File: config.mk
export PLATFORM = sky130hd
export DESIGN_NAME = serial_upload_frame_executor
export DESIGN_NICKNAME = d
export VERILOG_FILES = /design/src/hw/rtl/sufe_pkg.sv /design/src/hw/rtl/serial_upload_frame_executor.sv /design/src/hw/rtl/sufe_ram.sv
export SDC_FILE = /design/constraint.sdc
export NUM_CORES = 2
export LEC_CHECK = 0
export BUFFER_PORTS_ARGS = -buffer_cell sky130_fd_sc_hd__buf_2
export CAP_MARGIN = 20
export CORE_MARGIN = 4
export CORE_UTILIZATION = 45
export CTS_CLUSTER_DIAMETER = 50
export DETAILED_ROUTE_END_ITERATION = 10
export PLACE_DENSITY_LB_ADDON = 0.25
export SLEW_MARGIN = 20
export SYNTH_ARGS = -nofsm -noshare
export SYNTH_HDL_FRONTEND = slang
export SYNTH_SLANG_ARGS = --single-unit
File: constraint.sdc
create_clock -name clk -period 7.38 [get_ports clk]
set_input_delay 0.738 -clock clk [delete_from_list [all_inputs] [get_ports clk]]
set_output_delay 0.738 -clock clk [all_outputs]
set_load 0.03 [all_outputs]
File: src/hw/rtl/sufe_pkg.sv
// Shared types and codes for the serial upload frame executor.
`default_nettype none

package sufe_pkg;

  typedef enum logic [1:0] {
    OP_BYTE = 2'd0,
    OP_TICK = 2'd1,
    OP_RESP = 2'd2
  } op_t;

  typedef enum logic [2:0] {
    EV_NONE      = 3'd0,
    EV_CPU_WRITE = 3'd1,
    EV_GFX_WRITE = 3'd2,
    EV_PTR_READ  = 3'd3,
    EV_KEY       = 3'd4,
    EV_DETACH    = 3'd5,
    EV_CSUM_ERR  = 3'd6,
    EV_BUSY_DROP = 3'd7
  } ev_kind_t;

  typedef enum logic [1:0] {
    PH_LENGTH  = 2'd0,
    PH_CHECK   = 2'd1,
    PH_PAYLOAD = 2'd2
  } phase_t;

  localparam logic [7:0] CMD_DETACH  = 8'd0;
  localparam logic [7:0] CMD_WRITE   = 8'd1;
  localparam logic [7:0] CMD_CPU_PTR = 8'd2;
  localparam logic [7:0] CMD_GFX_PTR = 8'd3;
  localparam logic [7:0] CMD_IND_PTR = 8'd4;
  localparam logic [7:0] CMD_KEY     = 8'd5;

endpackage

`default_nettype wire

File: src/hw/rtl/serial_upload_frame_executor.sv
// Serial upload frame executor: packet framing, checksum and command execution.
//
// Input channel (in_valid/in_ready) takes one request per cycle: a received
// serial byte, a drain tick, or a pointer read response. Packets are a length
// byte, a checksum byte and the payload; payload byte 0 is the command.
// Result channel (out_valid/out_ready) carries at most one event per request;
// requests that cause no event produce nothing on it.
// An event is registered in the event stage when its request is accepted (the
// packet store read happens then too) and moves on to the output register that
// drives out_valid. Throughput: one request per cycle while out_ready is high;
// the event stage and the output register act as a two-entry queue, so
// in_ready drops only when both hold events and out_ready is low.
// Write data for drain ticks comes from the packet store RAM, read at the
// accept edge of the tick.
// Reset (rst_n low, synchronous) returns framing to awaiting a length byte,
// invalidates the write pointer and empties both event stages. Packet store
// contents are not cleared.
`default_nettype none

module serial_upload_frame_executor
  import sufe_pkg::*;
#(
  parameter int PACKET_STORE_BYTES = 256,
  parameter int CPU_SPACE_BYTES    = 65536,
  parameter int GFX_SPACE_BYTES    = 32768
) (
  input  wire logic        clk,
  input  wire logic        rst_n,
  input  wire logic        in_valid,
  output logic             in_ready,
  input  wire logic [1:0]  in_operation,
  input  wire logic [7:0]  in_rx_byte,
  input  wire logic [15:0] in_read_value,
  output logic             out_valid,
  input  wire logic        out_ready,
  output logic [2:0]       out_event_kind,
  output logic [15:0]      out_target_address,
  output logic [7:0]       out_data_byte
);

  localparam int         ADDR_W    = $clog2(PACKET_STORE_BYTES);
  localparam logic [8:0] STORE_LIM = 9'(PACKET_STORE_BYTES);
  localparam logic [7:0] LEN_CAP   = 8'(PACKET_STORE_BYTES - 2);
  localparam logic [16:0] CPU_LIM  = 17'(CPU_SPACE_BYTES);
  localparam logic [16:0] GFX_LIM  = 17'(GFX_SPACE_BYTES);

  phase_t      phase_r, phase_nxt;
  logic [7:0]  frame_len_r, frame_len_nxt;
  logic [7:0]  exp_sum_r, exp_sum_nxt;
  logic [7:0]  run_sum_r, run_sum_nxt;
  logic [7:0]  byte_idx_r, byte_idx_nxt;
  logic        ptr_vld_r, ptr_vld_nxt;
  logic        ptr_gfx_r, ptr_gfx_nxt;
  logic [15:0] wr_addr_r, wr_addr_nxt;
  logic        at_end_r, at_end_nxt;
  logic [7:0]  drain_rem_r, drain_rem_nxt;
  logic [7:0]  drain_idx_r, drain_idx_nxt;
  logic        await_r, await_nxt;
  logic [7:0]  head0_r, head0_nxt;
  logic [7:0]  head1_r, head1_nxt;
  logic [7:0]  head2_r, head2_nxt;

  logic        in_acc;
  logic        busy;
  logic [7:0]  sum_add;
  logic [7:0]  idx_inc;
  logic [15:0] cmd_addr;
  logic [16:0] next_addr;
  logic        st_we;
  logic        ram_re;
  logic [7:0]  ram_rdata;

  logic        res_vld;
  ev_kind_t    res_kind;
  logic [15:0] res_addr;
  logic [7:0]  res_data;
  logic        res_ram;

  logic        p_vld_r;
  ev_kind_t    p_kind_r;
  logic [15:0] p_addr_r;
  logic [7:0]  p_data_r;
  logic        p_ram_r;
  logic        p_adv;
  logic        out_free;

  logic        out_vld_r;
  ev_kind_t    out_kind_r;
  logic [15:0] out_addr_r;
  logic [7:0]  out_data_r;

  assign out_free = !out_vld_r || out_ready;
  assign p_adv    = p_vld_r && out_free;
  assign in_ready = !p_vld_r || out_free;
  assign in_acc   = in_valid && in_ready;
  assign busy     = (drain_rem_r != 8'd0) || await_r;
  assign sum_add  = run_sum_r + in_rx_byte;
  assign idx_inc  = byte_idx_r + 8'd1;
  assign next_addr = {1'b0, wr_addr_r} + 17'd1;

  sufe_ram #(
    .WIDTH(8),
    .DEPTH(PACKET_STORE_BYTES)
  ) u_store (
    .clk     (clk),
    .wr_en   (st_we),
    .wr_addr (byte_idx_r[ADDR_W-1:0]),
    .wr_data (in_rx_byte),
    .rd_en   (ram_re),
    .rd_addr (drain_idx_r[ADDR_W-1:0]),
    .rd_data (ram_rdata)
  );

  always_comb begin
    phase_nxt     = phase_r;
    frame_len_nxt = frame_len_r;
    exp_sum_nxt   = exp_sum_r;
    run_sum_nxt   = run_sum_r;
    byte_idx_nxt  = byte_idx_r;
    ptr_vld_nxt   = ptr_vld_r;
    ptr_gfx_nxt   = ptr_gfx_r;
    wr_addr_nxt   = wr_addr_r;
    at_end_nxt    = at_end_r;
    drain_rem_nxt = drain_rem_r;
    drain_idx_nxt = drain_idx_r;
    await_nxt     = await_r;
    head0_nxt     = head0_r;
    head1_nxt     = head1_r;
    head2_nxt     = head2_r;
    cmd_addr      = 16'd0;
    st_we         = 1'b0;
    ram_re        = 1'b0;
    res_vld       = 1'b0;
    res_kind      = EV_NONE;
    res_addr      = 16'd0;
    res_data      = 8'd0;
    res_ram       = 1'b0;

    if (in_acc) begin
      unique case (in_operation)
        OP_BYTE: begin
          if (busy) begin
            res_vld  = 1'b1;
            res_kind = EV_BUSY_DROP;
          end else if (phase_r == PH_LENGTH) begin
            if (in_rx_byte != 8'd0) begin
              frame_len_nxt = (in_rx_byte > LEN_CAP) ? LEN_CAP : in_rx_byte;
              phase_nxt     = PH_CHECK;
            end
          end else if (phase_r == PH_CHECK) begin
            exp_sum_nxt  = in_rx_byte;
            run_sum_nxt  = 8'd0;
            byte_idx_nxt = 8'd0;
            phase_nxt    = PH_PAYLOAD;
          end else begin
            st_we        = ({1'b0, byte_idx_r} < STORE_LIM);
            run_sum_nxt  = sum_add;
            byte_idx_nxt = idx_inc;
            if (byte_idx_r == 8'd0) begin
              head0_nxt = in_rx_byte;
            end
            if (byte_idx_r == 8'd1) begin
              head1_nxt = in_rx_byte;
            end
            if (byte_idx_r == 8'd2) begin
              head2_nxt = in_rx_byte;
            end
            cmd_addr = {head2_nxt, head1_nxt};
            if (!(idx_inc < frame_len_r)) begin
              phase_nxt = PH_LENGTH;
              if (sum_add != exp_sum_r) begin
                res_vld  = 1'b1;
                res_kind = EV_CSUM_ERR;
              end else begin
                unique case (head0_nxt)
                  CMD_DETACH: begin
                    res_vld  = 1'b1;
                    res_kind = EV_DETACH;
                  end
                  CMD_WRITE: begin
                    if (ptr_vld_r) begin
                      drain_rem_nxt = frame_len_r - 8'd1;
                      drain_idx_nxt = 8'd1;
                    end
                  end
                  CMD_CPU_PTR: begin
                    ptr_vld_nxt = 1'b1;
                    ptr_gfx_nxt = 1'b0;
                    wr_addr_nxt = cmd_addr;
                    at_end_nxt  = ({1'b0, cmd_addr} >= CPU_LIM);
                  end
                  CMD_GFX_PTR: begin
                    if ({1'b0, cmd_addr} >= GFX_LIM) begin
                      ptr_vld_nxt = 1'b0;
                    end else begin
                      ptr_vld_nxt = 1'b1;
                      ptr_gfx_nxt = 1'b1;
                      wr_addr_nxt = cmd_addr;
                      at_end_nxt  = 1'b0;
                    end
                  end
                  CMD_IND_PTR: begin
                    await_nxt = 1'b1;
                    res_vld   = 1'b1;
                    res_kind  = EV_PTR_READ;
                    res_addr  = cmd_addr;
                  end
                  CMD_KEY: begin
                    res_vld  = 1'b1;
                    res_kind = EV_KEY;
                    res_data = head1_nxt;
                  end
                  default: ;
                endcase
              end
            end
          end
        end
        OP_TICK: begin
          if (drain_rem_r != 8'd0) begin
            if (!ptr_vld_r || at_end_r) begin
              drain_rem_nxt = 8'd0;
            end else begin
              res_vld       = 1'b1;
              res_kind      = ptr_gfx_r ? EV_GFX_WRITE : EV_CPU_WRITE;
              res_addr      = wr_addr_r;
              res_ram       = 1'b1;
              ram_re        = 1'b1;
              at_end_nxt    = (next_addr >= (ptr_gfx_r ? GFX_LIM : CPU_LIM));
              wr_addr_nxt   = next_addr[15:0];
              drain_idx_nxt = drain_idx_r + 8'd1;
              drain_rem_nxt = drain_rem_r - 8'd1;
            end
          end
        end
        OP_RESP: begin
          if (await_r) begin
            await_nxt   = 1'b0;
            ptr_vld_nxt = 1'b1;
            ptr_gfx_nxt = 1'b0;
            wr_addr_nxt = in_read_value;
            at_end_nxt  = ({1'b0, in_read_value} >= CPU_LIM);
          end
        end
        default: ;
      endcase
    end
  end

  always_ff @(posedge clk) begin
    if (!rst_n) begin
      phase_r     <= PH_LENGTH;
      frame_len_r <= 8'd0;
      exp_sum_r   <= 8'd0;
      run_sum_r   <= 8'd0;
      byte_idx_r  <= 8'd0;
      ptr_vld_r   <= 1'b0;
      ptr_gfx_r   <= 1'b0;
      wr_addr_r   <= 16'd0;
      at_end_r    <= 1'b0;
      drain_rem_r <= 8'd0;
      drain_idx_r <= 8'd0;
      await_r     <= 1'b0;
      p_vld_r     <= 1'b0;
      out_vld_r   <= 1'b0;
    end else begin
      phase_r     <= phase_nxt;
      frame_len_r <= frame_len_nxt;
      exp_sum_r   <= exp_sum_nxt;
      run_sum_r   <= run_sum_nxt;
      byte_idx_r  <= byte_idx_nxt;
      ptr_vld_r   <= ptr_vld_nxt;
      ptr_gfx_r   <= ptr_gfx_nxt;
      wr_addr_r   <= wr_addr_nxt;
      at_end_r    <= at_end_nxt;
      drain_rem_r <= drain_rem_nxt;
      drain_idx_r <= drain_idx_nxt;
      await_r     <= await_nxt;
      if (in_acc) begin
        p_vld_r <= res_vld;
      end else if (p_adv) begin
        p_vld_r <= 1'b0;
      end
      if (p_adv) begin
        out_vld_r <= 1'b1;
      end else if (out_ready) begin
        out_vld_r <= 1'b0;
      end
    end
  end

  always_ff @(posedge clk) begin
    head0_r <= head0_nxt;
    head1_r <= head1_nxt;
    head2_r <= head2_nxt;
    if (in_acc) begin
      p_kind_r <= res_kind;
      p_addr_r <= res_addr;
      p_data_r <= res_data;
      p_ram_r  <= res_ram;
    end
    if (p_adv) begin
      out_kind_r <= p_kind_r;
      out_addr_r <= p_addr_r;
      out_data_r <= p_ram_r ? ram_rdata : p_data_r;
    end
  end

  assign out_valid          = out_vld_r;
  assign out_event_kind     = out_kind_r;
  assign out_target_address = out_addr_r;
  assign out_data_byte      = out_data_r;

endmodule

`default_nettype wire

File: src/hw/rtl/sufe_ram.sv
// Generic single-write, single-read RAM with registered read data.
`default_nettype none

module sufe_ram #(
  parameter int WIDTH = 8,
  parameter int DEPTH = 256
) (
  input  wire logic                     clk,
  input  wire logic                     wr_en,
  input  wire logic [$clog2(DEPTH)-1:0] wr_addr,
  input  wire logic [WIDTH-1:0]         wr_data,
  input  wire logic                     rd_en,
  input  wire logic [$clog2(DEPTH)-1:0] rd_addr,
  output logic      [WIDTH-1:0]         rd_data
);

  logic [WIDTH-1:0] mem [DEPTH];

  always_ff @(posedge clk) begin
    if (wr_en) begin
      mem[wr_addr] <= wr_data;
    end
    if (rd_en) begin
      rd_data <= mem[rd_addr];
    end
  end

endmodule

`default_nettype wire

# Word level (Yosys, flattened, before mapping)
# Memories as Yosys holds them, arrays and structs flattened. A register that Yosys moved wholly into a read port is not among the register bits.
# Index checks and enable logic that the tools add are counted.
dict set report op_classes {
  n_shift 0
  div 0
  n_mux 134
  mul 0
  eq_ne 26
  reduce_logical 33
  bitwise_logic 5
  add_sub_neg 6
  n_lt_le_gt_ge 4
}
# cell n
set op_table {}
lappend op_table {{8-bit two-way mux} 40}
lappend op_table {{16-bit two-way mux} 17}
lappend op_table {{16-bit case mux with 2 select lines} 2}
lappend op_table {{1-bit two-way mux} 49}
lappend op_table {{16-bit case mux with 3 select lines} 1}
lappend op_table {{8-bit case mux with 2 select lines} 2}
lappend op_table {{8-bit by 2-bit == test with 1-bit output, second input constant} 3}
lappend op_table {{10-bit AND reduction} 2}
lappend op_table {{5-bit AND reduction} 4}
lappend op_table {{2-bit != test, second input constant} 9}
lappend op_table {{16-bit by 1-bit adder with 17-bit output, second input constant} 1}
lappend op_table {{17-bit >= comparator} 1}
lappend op_table {{17-bit two-way mux} 1}
lappend op_table {{8-bit by 1-bit adder with 8-bit output, second input constant} 2}
lappend op_table {{8-bit by 1-bit == test with 1-bit output, second input constant} 2}
lappend op_table {{8-bit by 3-bit == test with 1-bit output, second input constant} 2}
lappend op_table {{16-bit >= comparator, second input constant} 1}
lappend op_table {{8-bit logical NOT} 2}
lappend op_table {{8-bit nonzero test} 2}
lappend op_table {{8-bit by 1-bit subtractor with 8-bit output, second input constant} 2}
lappend op_table {{3-bit two-way mux} 5}
lappend op_table {{2-bit two-way mux} 7}
lappend op_table {{1-bit case mux with 2 select lines} 7}
lappend op_table {{12-bit AND reduction} 1}
lappend op_table {{25 further kinds} 43}
dict set report word_totals {
  wordCells 233
  output_inout_bits 29
  mem_count 1
  latch_bits 0
  romBits 0
  register_bits 151
  ramBits 2048
}
# memory depth word_bits rd rd_clocked_by_memory_dff wr line_no
set mem_list {}
lappend mem_list {u_store.mem 256 8 1 1 1 sufe_ram.sv:17} ;# logic [WIDTH-1:0] mem [DEPTH];

# Logic depth before layout (Yosys ltp)
dict set report depth {
  ltp_word 17
  ltp_mapped 15
  depth_no_buf 12
}

# Modules after synthesis
# A second synthesis with hierarchy kept.
dict set report hier_totals {
  hier_cells 4556
  hier_area_um2 87880.5
}
# module area_each_um2 cells_per_inst seq_area_each_um2 instances
set by_module_without_submodules {}
lappend by_module_without_submodules {sufe_ram 79621.4 3733 61739.2 1}
lappend by_module_without_submodules {serial_upload_frame_executor 8259.2 823 3813.7 1}

# Least setup slack after synthesis
# OpenSTA, ideal clock, no wires.
dict set report synth_path {
  path_type {input port to flip-flop}
  start {input port out_ready}
  end {register byte_idx_r[1]}
  path_slack_ns 3.397
  required_ns 7.252
  arrival_ns 3.855
  cell_stages 10
  cell_sequence {nand3b_1 -> nand2_1 -> clkinv_1 -> and3_1 -> nand2_1 -> inv_2 -> buf_1 -> buf_1 -> a22oi_1 -> nor2_1}
}
dict set report synth_via {
  elab_chain_cells 4
}
# element line_no
set synth_lines {}
lappend synth_lines {{start: declaration} serial_upload_frame_executor.sv:35} ;# input wire logic out_ready,
lappend synth_lines {{1-bit logical OR} serial_upload_frame_executor.sv:92} ;# assign out_free = !out_vld_r || out_ready;
lappend synth_lines {{1-bit logical OR} serial_upload_frame_executor.sv:94} ;# assign in_ready = !p_vld_r || out_free;
lappend synth_lines {{1-bit logical AND} serial_upload_frame_executor.sv:95} ;# assign in_acc = in_valid && in_ready;
lappend synth_lines {{named net in_acc} serial_upload_frame_executor.sv:63} ;# logic in_acc;
lappend synth_lines {{4-bit AND reduction (no line)} -}
lappend synth_lines {{end signal: assignment} serial_upload_frame_executor.sv:271} ;# byte_idx_r <= byte_idx_nxt;
lappend synth_lines {{end: declaration} serial_upload_frame_executor.sv:51} ;# logic [7:0] byte_idx_r, byte_idx_nxt;
# The timed path passes the listed nets, and every way through them passes these cells.
# A chain may end at the register's enable or synchronous reset.

# Worst setup path in the final report
dict set report layout_path {
  start {register byte_idx_r[5]}
  end {register p_addr_r[4] (data pin)}
}
dict set report layout_via {
  elab_chain_cells 15
  elab_cells_between_ends 24
  classes_between {add/sub: 1; order compare: 1; eq/ne: 2; mux: 19; reduce/logical: 1}
}
# element line_no
set layout_lines {}
lappend layout_lines {{8-bit logical NOT} serial_upload_frame_executor.sv:159} ;# if (byte_idx_r == 8'd0) begin
lappend layout_lines {{8-bit two-way mux} serial_upload_frame_executor.sv:159}
lappend layout_lines {{8-bit two-way mux} serial_upload_frame_executor.sv:150} ;# end else if (phase_r == PH_CHECK) begin
lappend layout_lines {{8-bit two-way mux} serial_upload_frame_executor.sv:145} ;# end else if (phase_r == PH_LENGTH) begin
lappend layout_lines {{8-bit two-way mux} serial_upload_frame_executor.sv:142} ;# if (busy) begin
lappend layout_lines {{8-bit two-way mux} serial_upload_frame_executor.sv:140} ;# unique case (in_operation)
lappend layout_lines {{8-bit two-way mux} serial_upload_frame_executor.sv:139} ;# if (in_acc) begin
lappend layout_lines {{8-bit by 3-bit == test with 1-bit output} serial_upload_frame_executor.sv:175} ;# unique case (head0_nxt)
lappend layout_lines {{16-bit two-way mux} serial_upload_frame_executor.sv:175}
lappend layout_lines {{16-bit two-way mux} serial_upload_frame_executor.sv:171} ;# if (sum_add != exp_sum_r) begin
lappend layout_lines {{16-bit two-way mux *} serial_upload_frame_executor.sv:169} ;# if (!(idx_inc < frame_len_r)) begin
lappend layout_lines {{16-bit two-way mux *} serial_upload_frame_executor.sv:150}
lappend layout_lines {{16-bit two-way mux *} serial_upload_frame_executor.sv:145}
lappend layout_lines {{16-bit two-way mux *} serial_upload_frame_executor.sv:142}
lappend layout_lines {{16-bit case mux with 2 select lines *} serial_upload_frame_executor.sv:140}
lappend layout_lines {{named net res_addr[4]} serial_upload_frame_executor.sv:75} ;# logic [15:0] res_addr;
lappend layout_lines {{end signal: assignment} serial_upload_frame_executor.sv:298} ;# p_addr_r <= res_addr;
lappend layout_lines {{end: declaration} serial_upload_frame_executor.sv:81} ;# logic [15:0] p_addr_r;
# Mark *: on every way through the listed nets, which the timed path passes. The rest lies on a longest branch. The select of a mux whose other input is x is not followed.

==> reports/qor.txt <==
Setup crit end kind: flip-flop
Least-Margin Pin Slew: 1.10 ns
Post_cts resized: 0
Clk pin slew, worst setup/hold paths: 0.06 ns
Path category of the worst min-delay check: input port to flip-flop
Via density per instance: 6.18
Distinct cell type count of the synthesized netlist: 78
Cell at the root of the clock tree: sky130_fd_sc_hd__clkbuf_16
Synthesized area per cell: 19.8 um2
Primary FF master, synth: sky130_fd_sc_hd__edfxtp_1
Die outline area: 0.200 mm2
Remaining antenna violation count after routing: 0
Synthesis Warnings: 0
Die outline width: 447 um
Clock sinks: 2,207
# IOs: 59
CTS Buffer Depth: 3
Number of violations of the max-capacitance limit: 0
Insertion delay of the later-clocked pin in the worst-skew pair: 0.84 ns
Number of hold violations in the final report: 0
Final total power: 25.4 mW
Final wirelength: 217,000 um
Share of cells above drive strength 1: 22.7%
Post-CTS repair timing setup buffer count: 0
Unrepaired setup endpoints after global routing: no
1st-pass router iterations: 6
DP Wirelength: 127,000 um
Tot GR Track Use: 21.8%
Leak pwr: 29.5 nW
TritonCTS buffer count: 219
Share of flip-flops with an asynchronous set or reset: 0%
Maximum number of pins on one net before global-route repair: 141
Kind of start point of the critical path: flip-flop
Setup_tns: 0 ns
Worst stage delay on the critical path: 0.83 ns
Overflow after GRT: 0
H-tree lvl count: 4
Arr. time, crit path: 5.18 ns
Status: complete, no violations
Final estimated routing congestion in global placement: 0.830
Buffer and inverter count on the worst path: 0
Num rows: 160
Number of violations reported at the end of detailed-routing iteration 0: 4,882
Max-slew headroom at the worst pin: 26.7%
Family with the most delay on the worst path: simple AND/OR/NAND/NOR gates
Total number of vias: 44,300
Synthesized area: 0.0868 mm2
First-pass GRT wire length: 318,000 um
Net count of the mapped netlist: 4,444
Max rail drop VDD: 0.000190 V
Die H: 447 um
Nets@finish: 4,534
Post-synthesis sequential area ratio: 75.6%
Pins Over Slew Limit: 0
Cells after Synth: 4,383
DRC errors left: 0
Cell with the largest stage delay on the worst path: sky130_fd_sc_hd__nor2_2
Kind of critical path: flip-flop to flip-flop
Synthesis-to-finish area growth: 12.4%
Data required time of the critical path: 8.03 ns
Number of hold buffers added after CTS: 0
Count of buffers inserted at the top-level ports: 58
Core region area: 0.191 mm2
TritonCTS clock tree: done
Final setup fails: 0
Initial Utilization: 45.4%
Vias in the first global route: 44,000
Largest fanout on the critical path: 16
Number of synthesized register bits: 2,207
Crit path cell chain: nor2_2, nand3_1, mux2_2, nor4_1, nand4_1, o21ai_1
Maximum clock frequency: 221 MHz
Maximum clock skew at final layout: 0.0326 ns
Pwr Density: 260 mW/mm2
WL per Instance: 30.3 um
Number of antenna violations at the first check in global routing: 6
Final cycle utilization of the critical path: 61.3%
Shortest clock period the worst path allows after layout: 4.53 ns
Post-synth EDFFs: 2,135
-- final timing paths --
kind | start | end | slack [ns] | cells past startpoint
worst max-delay path | byte_idx_r[5]$_SDFFE_PN0P_ | p_addr_r[4]$_DFFE_PP_ | 2.85 | 6
worst min-delay path | out_ready | out_valid$_SDFFE_PN0P_ | 0.21 | 4
worst max register to register | byte_idx_r[5]$_SDFFE_PN0P_ | p_addr_r[4]$_DFFE_PP_ | 2.85 | 6
worst min register to register | p_addr_r[6]$_DFFE_PP_ | out_target_address[6]$_DFFE_PP_ | 0.42 | 0
-- placed cells by master (no fill, tap or decap), types with 10 or more instances in the layout --
master	instances
sky130_fd_sc_hd__ha_1	30
sky130_fd_sc_hd__o221ai_1	24
sky130_fd_sc_hd__buf_8	12
sky130_fd_sc_hd__inv_6	11
sky130_fd_sc_hd__nand3_2	12
sky130_fd_sc_hd__a22o_1	62
sky130_fd_sc_hd__clkinv_1	52
sky130_fd_sc_hd__bufinv_16	25
sky130_fd_sc_hd__nand4_1	19
sky130_fd_sc_hd__o211ai_1	10
sky130_fd_sc_hd__buf_2	50
sky130_fd_sc_hd__xor2_1	11
sky130_fd_sc_hd__a31oi_1	10
sky130_fd_sc_hd__mux2_2	21
sky130_fd_sc_hd__mux4_2	512
sky130_fd_sc_hd__dfxtp_1	70
sky130_fd_sc_hd__a221oi_1	75
sky130_fd_sc_hd__clkbuf_16	222
sky130_fd_sc_hd__nor3_1	34
sky130_fd_sc_hd__nand2_1	93
sky130_fd_sc_hd__and3_1	10
sky130_fd_sc_hd__a21oi_1	102
sky130_fd_sc_hd__edfxtp_1	2135
sky130_fd_sc_hd__clkinv_2	33
sky130_fd_sc_hd__clkbuf_1	38
sky130_fd_sc_hd__mux2i_1	42
sky130_fd_sc_hd__nor2_1	337
sky130_fd_sc_hd__buf_4	70
sky130_fd_sc_hd__o21ai_0	39
sky130_fd_sc_hd__nand3_1	34
sky130_fd_sc_hd__nor2b_1	12
sky130_fd_sc_hd__xnor2_1	32
sky130_fd_sc_hd__o22ai_1	21
sky130_fd_sc_hd__inv_1	48
sky130_fd_sc_hd__o21ai_1	15
sky130_fd_sc_hd__a22oi_1	145
sky130_fd_sc_hd__buf_12	16
sky130_fd_sc_hd__clkinvlp_4	14
-- synthesized netlist by cell type (9+ instances only) --
cell type | instances | area, um2
sky130_fd_sc_hd__a21o_1 | 9 | 67.6
sky130_fd_sc_hd__a21oi_1 | 102 | 510
sky130_fd_sc_hd__a221oi_1 | 75 | 657
sky130_fd_sc_hd__a22o_1 | 62 | 543
sky130_fd_sc_hd__a22oi_1 | 145 | 1090
sky130_fd_sc_hd__a31oi_1 | 10 | 62.6
sky130_fd_sc_hd__and3_1 | 10 | 62.6
sky130_fd_sc_hd__buf_1 | 60 | 225
sky130_fd_sc_hd__buf_2 | 20 | 100
sky130_fd_sc_hd__clkbuf_1 | 199 | 747
sky130_fd_sc_hd__dfxtp_1 | 72 | 1440
sky130_fd_sc_hd__edfxtp_1 | 2135 | 64100
sky130_fd_sc_hd__ha_1 | 30 | 375
sky130_fd_sc_hd__inv_1 | 49 | 184
sky130_fd_sc_hd__mux2_2 | 21 | 236
sky130_fd_sc_hd__mux2i_1 | 42 | 420
sky130_fd_sc_hd__mux4_2 | 512 | 11500
sky130_fd_sc_hd__nand2_1 | 97 | 364
sky130_fd_sc_hd__nand2b_1 | 10 | 62.6
sky130_fd_sc_hd__nand3_1 | 46 | 230
sky130_fd_sc_hd__nand4_1 | 19 | 119
sky130_fd_sc_hd__nor2_1 | 343 | 1290
sky130_fd_sc_hd__nor2b_1 | 15 | 93.8
sky130_fd_sc_hd__nor3_1 | 34 | 170
sky130_fd_sc_hd__nor4_1 | 9 | 56.3
sky130_fd_sc_hd__o211ai_1 | 10 | 75.1
sky130_fd_sc_hd__o21ai_0 | 39 | 195
sky130_fd_sc_hd__o21ai_1 | 15 | 75.1
sky130_fd_sc_hd__o221ai_1 | 24 | 210
sky130_fd_sc_hd__o22ai_1 | 21 | 131
sky130_fd_sc_hd__xnor2_1 | 32 | 280
sky130_fd_sc_hd__xor2_1 | 11 | 96.3
-- worst register-to-register path: stages (launching register included) --
cell and delay, ns:
sky130_fd_sc_hd__dfxtp_1 0.45, sky130_fd_sc_hd__nor2_2 0.83, sky130_fd_sc_hd__nand3_1 0.70, sky130_fd_sc_hd__mux2_2 0.54, sky130_fd_sc_hd__nor4_1 0.58, sky130_fd_sc_hd__nand4_1 0.80
sky130_fd_sc_hd__o21ai_1 0.42
-- logic make-up (layout without fill, tap and decap cells) --
group                      after synthesis  count (layout)  synth area share [%]
xor gates and xnor gates                44              44                 0.453
buffers and inverters                  331             614                  1.46
and+or+nand+nor                        626             626                  3.23
other                                    0               1                     0
DFF                                   2207            2207                  75.6
adders and majority gates               31              31                 0.456
AOI/OAI and AO/OA                      568             568                  4.78
muxes                                  576             576                  14.1
-- through the flow --
| step | setup slack [ns] | hold WS, ns | cells | util (%) | area, um2 |
|---|---|---|---|---|---|
| 2_1_floorplan | 3.40 | 0.400 | 4383 | - | 86800 |
| 3_3_place_gp | 2.83 | 0.404 | 6758 | 47.2 | 90100 |
| 3_5_place_dp | 2.74 | 0.405 | 6762 | 47.2 | 90200 |
| 4_1_cts | 2.91 | 0.138 | 7176 | 51.0 | 97500 |
| 5_1_grt | 2.47 | 0.207 | 7178 | 51.1 | 97500 |
| 6_report | 2.85 | 0.206 | 7178 | 51.1 | 97500 |
-- report_power, final --
group | total, mW | switching (mW) | internal [mW]
sequential | 13.7 | 0.0130 | 13.7
clock | 11.2 | 4.80 | 6.42
combinational | 0.388 | 0.316 | 0.0726
-- registers in the layout (all words and copies together) (netlist names), 16 cells and up --
signal              count
out_target_address     16
u_store.mem          2048
wr_addr_r              16
p_addr_r               16
-- routing by layer --
layer	track usage, %	up-vias	routed length, um
met2	33.4	2119	102000
li1	-	18400	-
met3	4.18	300	18300
met5	0	-	0
met1	32.1	23500	91600
met4	6.24	0	5720
-- area by class of cell --
type	count	area, um2
fill	15000	93500
inverter	52	195
multi-input combinational	1845	20100
clock buffer	260	5700
antenna	1	2.50
tap	2511	3140
timing repair buffer	148	1280
sequential	2207	65600
clock inverter	154	1590
Note: power is estimated with default switching activity, not from simulation.
